File: src/rtl/mse_pkg.sv
// Shared types and constants for the merge sort engine.
// No dependencies; imported by every module of the block but the checker.
`timescale 1ns / 1ps

package mse_pkg;

  localparam int MSE_MAX_ELEMENTS = 64;
  localparam int MSE_VALUE_BITS   = 32;
  localparam int MSE_IO_BITS      = 32;

  // Source of the data written into a buffer.
  typedef enum logic [1:0] {
    WR_SRC_IN,
    WR_SRC_P,
    WR_SRC_Q
  } mse_wr_src_t;

  // Commands from the controller to the datapath.
  typedef struct packed {
    logic        wr_a;
    logic        wr_b;
    mse_wr_src_t wr_src;
    logic        rd_en;
    logic        rd_sel_b;
    logic        out_rd;
    logic        out_final;
    logic        out_ovf;
  } mse_cmd_t;

endpackage

File: src/rtl/mse_ctrl.sv
// Sequencer of the merge sort engine: load, merge passes and readout.
// Uses mse_pkg; drives the buffer addresses and commands of mse_datapath.
`timescale 1ns / 1ps

module mse_ctrl
  import mse_pkg::*;
#(
  parameter int MAX_ELEMENTS = MSE_MAX_ELEMENTS,
  localparam int AW = $clog2(MAX_ELEMENTS),
  localparam int CW = $clog2(MAX_ELEMENTS + 1)
) (
  input  logic          clk,
  input  logic          rst_n,
  input  logic          start,
  input  logic          in_last,
  input  logic          p_less,
  output logic          busy,
  output mse_cmd_t      cmd,
  output logic [AW-1:0] wr_addr,
  output logic [AW-1:0] rd_addr_p,
  output logic [AW-1:0] rd_addr_q
);

  typedef enum logic [2:0] {
    S_IDLE,
    S_PASS,
    S_RUN,
    S_READ,
    S_MERGE,
    S_OUT
  } state_t;

  localparam logic [CW-1:0] MAX_C = CW'(MAX_ELEMENTS);
  localparam logic [CW:0]   ONE_X = (CW + 1)'(1);

  state_t        state_r, state_nxt;
  logic [CW-1:0] cnt_r, cnt_nxt;
  logic          drop_r, drop_nxt;
  logic [CW:0]   w_r, w_nxt;
  logic          in_a_r, in_a_nxt;
  logic [CW-1:0] lo_r, lo_nxt;
  logic [CW-1:0] mid_r, mid_nxt;
  logic [CW-1:0] hi_r, hi_nxt;
  logic [CW-1:0] p_r, p_nxt;
  logic [CW-1:0] q_r, q_nxt;
  logic [CW-1:0] k_r, k_nxt;
  logic [CW-1:0] i_r, i_nxt;

  logic [CW:0] cnt_x;
  logic [CW:0] sum_mid;
  logic [CW:0] sum_hi;
  logic        take_p;
  logic        k_end;
  logic        i_end;

  assign busy    = (state_r != S_IDLE);
  assign cnt_x   = {1'b0, cnt_r};
  assign sum_mid = {1'b0, lo_r} + w_r;
  assign sum_hi  = {1'b0, lo_r} + {w_r[CW-1:0], 1'b0};
  assign take_p  = (p_r < mid_r) && ((q_r >= hi_r) || p_less);
  assign k_end   = (({1'b0, k_r} + ONE_X) == {1'b0, hi_r});
  assign i_end   = (({1'b0, i_r} + ONE_X) == cnt_x);

  always_comb begin
    state_nxt = state_r;
    cnt_nxt   = cnt_r;
    drop_nxt  = drop_r;
    w_nxt     = w_r;
    in_a_nxt  = in_a_r;
    lo_nxt    = lo_r;
    mid_nxt   = mid_r;
    hi_nxt    = hi_r;
    p_nxt     = p_r;
    q_nxt     = q_r;
    k_nxt     = k_r;
    i_nxt     = i_r;
    cmd       = '0;
    cmd.wr_src = WR_SRC_IN;
    wr_addr   = cnt_r[AW-1:0];
    rd_addr_p = p_r[AW-1:0];
    rd_addr_q = q_r[AW-1:0];
    case (state_r)
      S_IDLE: begin
        if (start) begin
          if (cnt_r < MAX_C) begin
            cmd.wr_a = 1'b1;
            cnt_nxt  = cnt_r + 1'b1;
          end else begin
            drop_nxt = 1'b1;
          end
          if (in_last) begin
            w_nxt     = ONE_X;
            in_a_nxt  = 1'b1;
            state_nxt = S_PASS;
          end
        end
      end
      S_PASS: begin
        if (w_r < cnt_x) begin
          lo_nxt    = '0;
          state_nxt = S_RUN;
        end else begin
          i_nxt     = '0;
          state_nxt = S_OUT;
        end
      end
      S_RUN: begin
        mid_nxt   = (sum_mid > cnt_x) ? cnt_r : sum_mid[CW-1:0];
        hi_nxt    = (sum_hi > cnt_x) ? cnt_r : sum_hi[CW-1:0];
        p_nxt     = lo_r;
        q_nxt     = (sum_mid > cnt_x) ? cnt_r : sum_mid[CW-1:0];
        k_nxt     = lo_r;
        state_nxt = S_READ;
      end
      S_READ: begin
        cmd.rd_en    = 1'b1;
        cmd.rd_sel_b = !in_a_r;
        state_nxt    = S_MERGE;
      end
      S_MERGE: begin
        cmd.wr_a   = !in_a_r;
        cmd.wr_b   = in_a_r;
        cmd.wr_src = take_p ? WR_SRC_P : WR_SRC_Q;
        wr_addr    = k_r[AW-1:0];
        k_nxt      = k_r + 1'b1;
        if (take_p) begin
          p_nxt = p_r + 1'b1;
        end else begin
          q_nxt = q_r + 1'b1;
        end
        if (!k_end) begin
          state_nxt = S_READ;
        end else if (hi_r == cnt_r) begin
          in_a_nxt  = !in_a_r;
          w_nxt     = {w_r[CW-1:0], 1'b0};
          state_nxt = S_PASS;
        end else begin
          lo_nxt    = hi_r;
          state_nxt = S_RUN;
        end
      end
      S_OUT: begin
        cmd.rd_en     = 1'b1;
        cmd.rd_sel_b  = !in_a_r;
        cmd.out_rd    = 1'b1;
        cmd.out_final = i_end;
        cmd.out_ovf   = drop_r;
        rd_addr_p     = i_r[AW-1:0];
        i_nxt         = i_r + 1'b1;
        if (i_end) begin
          cnt_nxt   = '0;
          drop_nxt  = 1'b0;
          state_nxt = S_IDLE;
        end
      end
      default: begin
        state_nxt = S_IDLE;
      end
    endcase
  end

  always_ff @(posedge clk) begin
    if (!rst_n) begin
      state_r <= S_IDLE;
      cnt_r   <= '0;
      drop_r  <= 1'b0;
      w_r     <= ONE_X;
      in_a_r  <= 1'b1;
    end else begin
      state_r <= state_nxt;
      cnt_r   <= cnt_nxt;
      drop_r  <= drop_nxt;
      w_r     <= w_nxt;
      in_a_r  <= in_a_nxt;
    end
    lo_r  <= lo_nxt;
    mid_r <= mid_nxt;
    hi_r  <= hi_nxt;
    p_r   <= p_nxt;
    q_r   <= q_nxt;
    k_r   <= k_nxt;
    i_r   <= i_nxt;
  end

endmodule

File: config.mk
export PLATFORM = sky130hd
export DESIGN_NAME = mse_ctrl
export DESIGN_NICKNAME = d
export VERILOG_FILES = /design/src/rtl/mse_pkg.sv /design/src/rtl/mse_ctrl.sv
export SDC_FILE = /design/constraint.sdc
export NUM_CORES = 1
export LEC_CHECK = 0
export BUFFER_PORTS_ARGS = -buffer_cell sky130_fd_sc_hd__buf_2
export CAP_MARGIN = 20
export CORE_UTILIZATION = 62
export CTS_CLUSTER_DIAMETER = 40
export DETAILED_ROUTE_END_ITERATION = 8
export MAX_ROUTING_LAYER = met4
export PLACE_DENSITY_LB_ADDON = 0.08
export SLEW_MARGIN = 20
export SYNTH_ARGS = -nofsm -noshare
export SYNTH_HDL_FRONTEND = slang
export SYNTH_SLANG_ARGS = --single-unit
File: constraint.sdc
create_clock -name clk -period 3.8 [get_ports clk]
set_input_delay 0.57 -clock clk [delete_from_list [all_inputs] [get_ports clk]]
set_output_delay 0.57 -clock clk [all_outputs]
set_load 0.05 [all_outputs]
# --- Word-level counts from Yosys, hierarchy flattened ---
# Index checks and enable logic that the tools add are counted.
totals:
  inputBits: 5
  latchBits: 0
  romBits: 0
  ram_bits: 0
  reg_bits: 69
  elab_cells: 113
  n_memories: 0
op_classes:
  n_reduce_logical: 19
  mul: 0
  n_lt_le_gt_ge: 6
  eq_ne: 20
  bitwise: 0
  n_addsub: 9
  mux: 47
  shift: 0
  div_mod_pow: 0
op_table:
  columns: ["operator", "count"]
  rows:
  - ["case mux 7 bit (2 select lines)", 6]
  - ["2-to-1 mux 7 bit", 11]
  - ["adder 7 x 1 -> 7 bit, second input constant", 5]
  - ["2-to-1 mux 8 bit", 4]
  - ["inequality test 2 bit, second input constant", 12]
  - ["2-to-1 mux 3 bit", 7]
  - ["case mux 3 bit (6 select lines)", 1]
  - ["adder 7 x 1 -> 8 bit, second input constant", 2]
  - ["adder 7 x 8 -> 8 bit", 2]
  - ["== test 8 x 7 -> 1 bit", 2]
  - ["greater-than comparator 8 x 7 -> 1 bit", 2]
  - ["case mux 8 bit (2 select lines)", 1]
  - ["2-to-1 mux 6 bit", 2]
  - ["AND reduction 4 bit", 3]
  - ["nonzero test 2 bit", 5]
  - ["2-to-1 mux 1 bit", 9]
  - ["< comparator 8 x 7 -> 1 bit", 1]
  - ["== test 7 bit", 1]
  - [">= comparator 7 bit", 1]
  - ["< comparator 7 bit", 1]
  - ["< comparator 7 bit, second input constant", 1]
  - ["== test 3 x 2 -> 1 bit, second input constant", 2]
  - ["== test 3 bit, second input constant", 2]
  - ["2-to-1 mux 2 bit", 3]
  - ["11 further kinds", 15]

# --- Logic depth before layout (Yosys ltp) ---
depth:
  word_depth: 5
  ltp_mapped: 15

# --- Worst setup path after synthesis ---
# Ideal clock, no wire load.
synth_path:
  path_kind: "reg-to-reg"
  start: "register lo_r[0]"
  end: "register q_r[0], data pin"
  path_slack_ns: 0.395
  arrival_time_ns: 3.145
  stages_incl_launch_ff: 14
  cell_sequence: "edfxtp_1 ha_1 fa_1 a21oi_1 o211ai_1 a21oi_1 xnor2_1 ha_1 a211o_1 a21oi_1 a31o_2 o31ai_1 mux2_2 mux2_2"
synth_between:
  elab_chain_len: 4
synth_lines:
  columns: ["element", "line_no", "source"]
  rows:
  - ["start: declaration", "mse_ctrl.sv:41", "logic [CW-1:0] lo_r, lo_nxt;"]
  - ["start signal: assignment", "mse_ctrl.sv:176", "lo_r <= lo_nxt;"]
  - ["adder 7 x 8 -> 8 bit (*)", "mse_ctrl.sv:58", "assign sum_mid = {1'b0, lo_r} + w_r;"]
  - ["greater-than comparator 8 x 7 -> 1 bit", "mse_ctrl.sv:111", "q_nxt = (sum_mid > cnt_x) ? cnt_r : sum_mid[CW-1:0];"]
  - ["2-to-1 mux 7 bit (*)", "mse_ctrl.sv:111", null]
  - ["case mux 7 bit (2 select lines) (*)", "mse_ctrl.sv:82", "case (state_r)"]
  - ["named net q_nxt[0]", "mse_ctrl.sv:45", "logic [CW-1:0] q_r, q_nxt;"]
  - ["end signal: assignment", "mse_ctrl.sv:180", "q_r <= q_nxt;"]
  - ["end: declaration", "mse_ctrl.sv:45", null]
# The timed path passes the listed nets; every way through them passes the cells marked *.
# A chain may end at the register's enable or synchronous reset.

# --- Worst setup path after layout ---
layout_path:
  start: "register lo_r[1]"
  end: "register q_r[0], data pin"
layout_between:
  elab_chain_len: 4
layout_lines:
  columns: ["element", "line_no"]
  rows:
  - ["adder 7 x 8 -> 8 bit", "mse_ctrl.sv:58"]
  - ["greater-than comparator 8 x 7 -> 1 bit", "mse_ctrl.sv:111"]
  - ["2-to-1 mux 7 bit", "mse_ctrl.sv:111"]
  - ["case mux 7 bit (2 select lines)", "mse_ctrl.sv:82"]
  - ["named net q_nxt[0]", "mse_ctrl.sv:45"]
# The timed path passes the listed nets, and every way through them passes these cells.

==> results.json <==
{
  "critPathRequiredTime_ps": 3900,
  "crit_arrival_ps": 3730,
  "multiInputGateArea_um2": 3100,
  "die_h_um": 94.2,
  "rsz0062_at_grt": "false",
  "die_w_um": 94.2,
  "drive_gt1_frac": 0.146,
  "drt_iter0_drc": 253,
  "drc": 0,
  "synth_edf_count": 49,
  "outcome": "complete, no violations",
  "grt.total_usage": 0.327,
  "grt_pass1_vias": 4183,
  "fmax_ghz": 0.275,
  "cpMaxStageDelayCell": "edfxtp_1",
  "synth.net_count": 632,
  "worst_slew_pin_slew_ps": 811,
  "cts_tree": "built",
  "synthCells": 574,
  "cts_inserted_buffers": 9,
  "rows": 33,
  "start_util": 0.641,
  "r2r_slack_ps": 160,
  "wire_per_inst_um": 18.7,
  "ant_nets": 0,
  "crit_top_cell": "a21oi_1",
  "drv_slew": 0,
  "dieArea_um2": 8870,
  "fin_worst_skew_ps": 15.2,
  "io_buffer_count": 32,
  "setup_viol": 0,
  "grt_first_pass_wirelength_um": 21200,
  "worstSetupStartpointType": "register",
  "power_mw": 4.04,
  "area_growth_pct": 8.00,
  "synthArstFlopShare": 0,
  "finalNetCount": 654,
  "ys_types": 59,
  "core_area_um2": 8220,
  "clk_pin_slew_ps": 80,
  "slew_headroom": 0.457,
  "route.vias.total": 4373,
  "via_per_inst": 6.19,
  "netlist_area_um2": 5270,
  "drt_wl_total_um": 13200,
  "diodes": 0,
  "firstDrtPassIters": 5,
  "grt_overflow": 0,
  "grt_start_max_net_pins": 22,
  "place_congestion": 0.935,
  "place_area_um2": 5460,
  "final_area_um2": 5690,
  "antenna_found_initial": 0,
  "ys.warnings.count": 0,
  "peakVddDrop_uv": 248,
  "setup_tns_ps": 0,
  "cts_hold_buf": 0,
  "critical_path.cell_chain": "buf_4 -> fa_1 -> a21oi_1 -> o211ai_1 -> a21oi_1 -> xnor2_1 -> ha_1 -> a211o_1 -> a21oi_1 -> a31o_2 -> o31ai_2 -> mux2_2 -> mux2_2",
  "regArea_um2": 1870,
  "worstPathMaxFanout": 7,
  "fin_crit_sh": 0.957,
  "hpwlAfterDp_um": 10100,
  "power-per-cell-area_nw_per_um2": 711,
  "root_buffer": "clkbuf_8",
  "hold_class": "register to register",
  "max-cap-violations": 0,
  "clk_latency_ps": 350,
  "ys_ff_latch": 69,
  "ys.flop_type": "edfxtp_1",
  "io_pins": 33,
  "fin_crit_ps": 3640,
  "htreeDepth": 3,
  "clkSinkCount": 69,
  "hold_violations": 0,
  "fillCellCount": 678,
  "cts_buffer_depth": 2,
  "end_kind": "register",
  "p_leak_nw": 2.38,
  "max_stage_delay_ps": 480,
  "critPathKind": "register to register",
  "yosysSeqAreaShare": 0.355,
  "syn_area_per_cell_um2": 9.18
}
[final timing paths]
path / from / endpoint / depth (start not counted)
max reg2reg: lo_r[1] / q_r[0] / 13
max: lo_r[1] / q_r[0] / 13
min reg2reg: drop_r / drop_r / 2
min: drop_r / drop_r / 2
[worst max-delay path, delay by kind of cell (launching register included)]
family,cells,cell delay (ps)
XOR/XNOR,1,170
multiplexers,2,590
adder cells (fa/ha/maj),2,720
buffers and inverters,1,180
flip-flops,1,480
AO/OA/AOI/OAI,7,1240
[what timing repair did]
action / in CTS / in global routing
endpoints found under the setup margin: 0 / 11
resized for setup: 0 / 1
buffers inserted: 0 / 5
[cells in the mapped netlist, drive strengths merged (4+ instances only)]
library cell  number  share of area
nand2             61          0.043
ha                51           0.12
edfxtp            49           0.28
nor2              45          0.032
inv               37          0.026
xnor2             31          0.052
a21oi             27          0.026
o21ai             27          0.026
nand3             25          0.024
clkbuf            22          0.016
dfxtp             20          0.076
mux2              19          0.041
xor2              18          0.030
a21o              11          0.016
buf               11          0.014
nor2b             11          0.013
nand4             10          0.013
o21a               8          0.011
o221ai             8          0.013
and3               7         0.0083
nand2b             7         0.0083
a211oi             5         0.0071
a31oi              5         0.0071
nor3               5         0.0047
o211ai             5         0.0071
or3                5         0.0059
mux2i              4         0.0076
[cell families after synthesis]
kind of cell               Yosys count  share of synthesized area
and+or+nand+nor                    190                      0.172
AOI/OAI and AO/OA                  117                      0.148
buffers and inverters               71                     0.0572
DFF                                 69                      0.355
adders and majority gates           53                      0.129
xor gates and xnor gates            51                     0.0900
muxes                               23                     0.0482
[through the flow]
stage	utilization	cells	worst slack, ps	hold WS, ps
global placement	0.664	685	190	445
floorplan	-	574	395	429
detailed placement	0.664	685	81.3	457
finish	0.692	706	165	474
global route	0.692	706	20.6	520
CTS	0.687	701	54.1	477
[routing by layer]
layer | wire length [µm] | up-vias | GRT usage
met2 | 6210 | 155 | 0.502
met5 | 0 | - | -
met1 | 5950 | 2092 | 0.430
met4 | 318 | 0 | 0.133
li1 | - | 2096 | -
met3 | 730 | 30 | 0.0510
[power by group]
part,switching [mW],internal [mW]
logic,1.23,0.817
clock network,0.300,0.302
registers,0.295,1.10
total,1.82,2.22
[area by class of cell]
cell class,count,area share
Timing Repair Buffer,44,0.0440
Multi-Input combinational cell,434,0.545
Tap cell,105,0.0231
Sequential cell,69,0.329
Clock inverter,6,0.0112
Clock buffer,10,0.0224
Inverter,38,0.0251
[flip-flops by register name, indices dropped and copies added (netlist names)]
register	flops
w_r	8
cnt_r	7
hi_r	7
i_r	7
k_r	7
lo_r	7
mid_r	7
p_r	7
q_r	7
state_r	3
drop_r	1
in_a_r	1
[cell usage in the layout, fill, tap and decap left out, drive strengths merged, types with 2 or more instances in the layout]
cell	n
a2111o	2
a211o	2
a211oi	5
a21o	11
a21oi	27
a31o	3
a31oi	5
and2	3
and3	7
buf	44
clkbuf	10
clkinv	4
clkinvlp	2
dfxtp	20
edfxtp	49
fa	2
ha	51
inv	37
mux2	19
mux2i	4
nand2	61
nand2b	7
nand3	25
nand4	10
nor2	45
nor2b	11
nor3	5
nor4	3
o211ai	5
o21a	8
o21ai	27
o21bai	3
o221ai	8
o31ai	2
or3	5
or4	3
xnor2	31
xnor3	2
xor2	18
No activity file was read; power rests on OpenSTA's default activity.
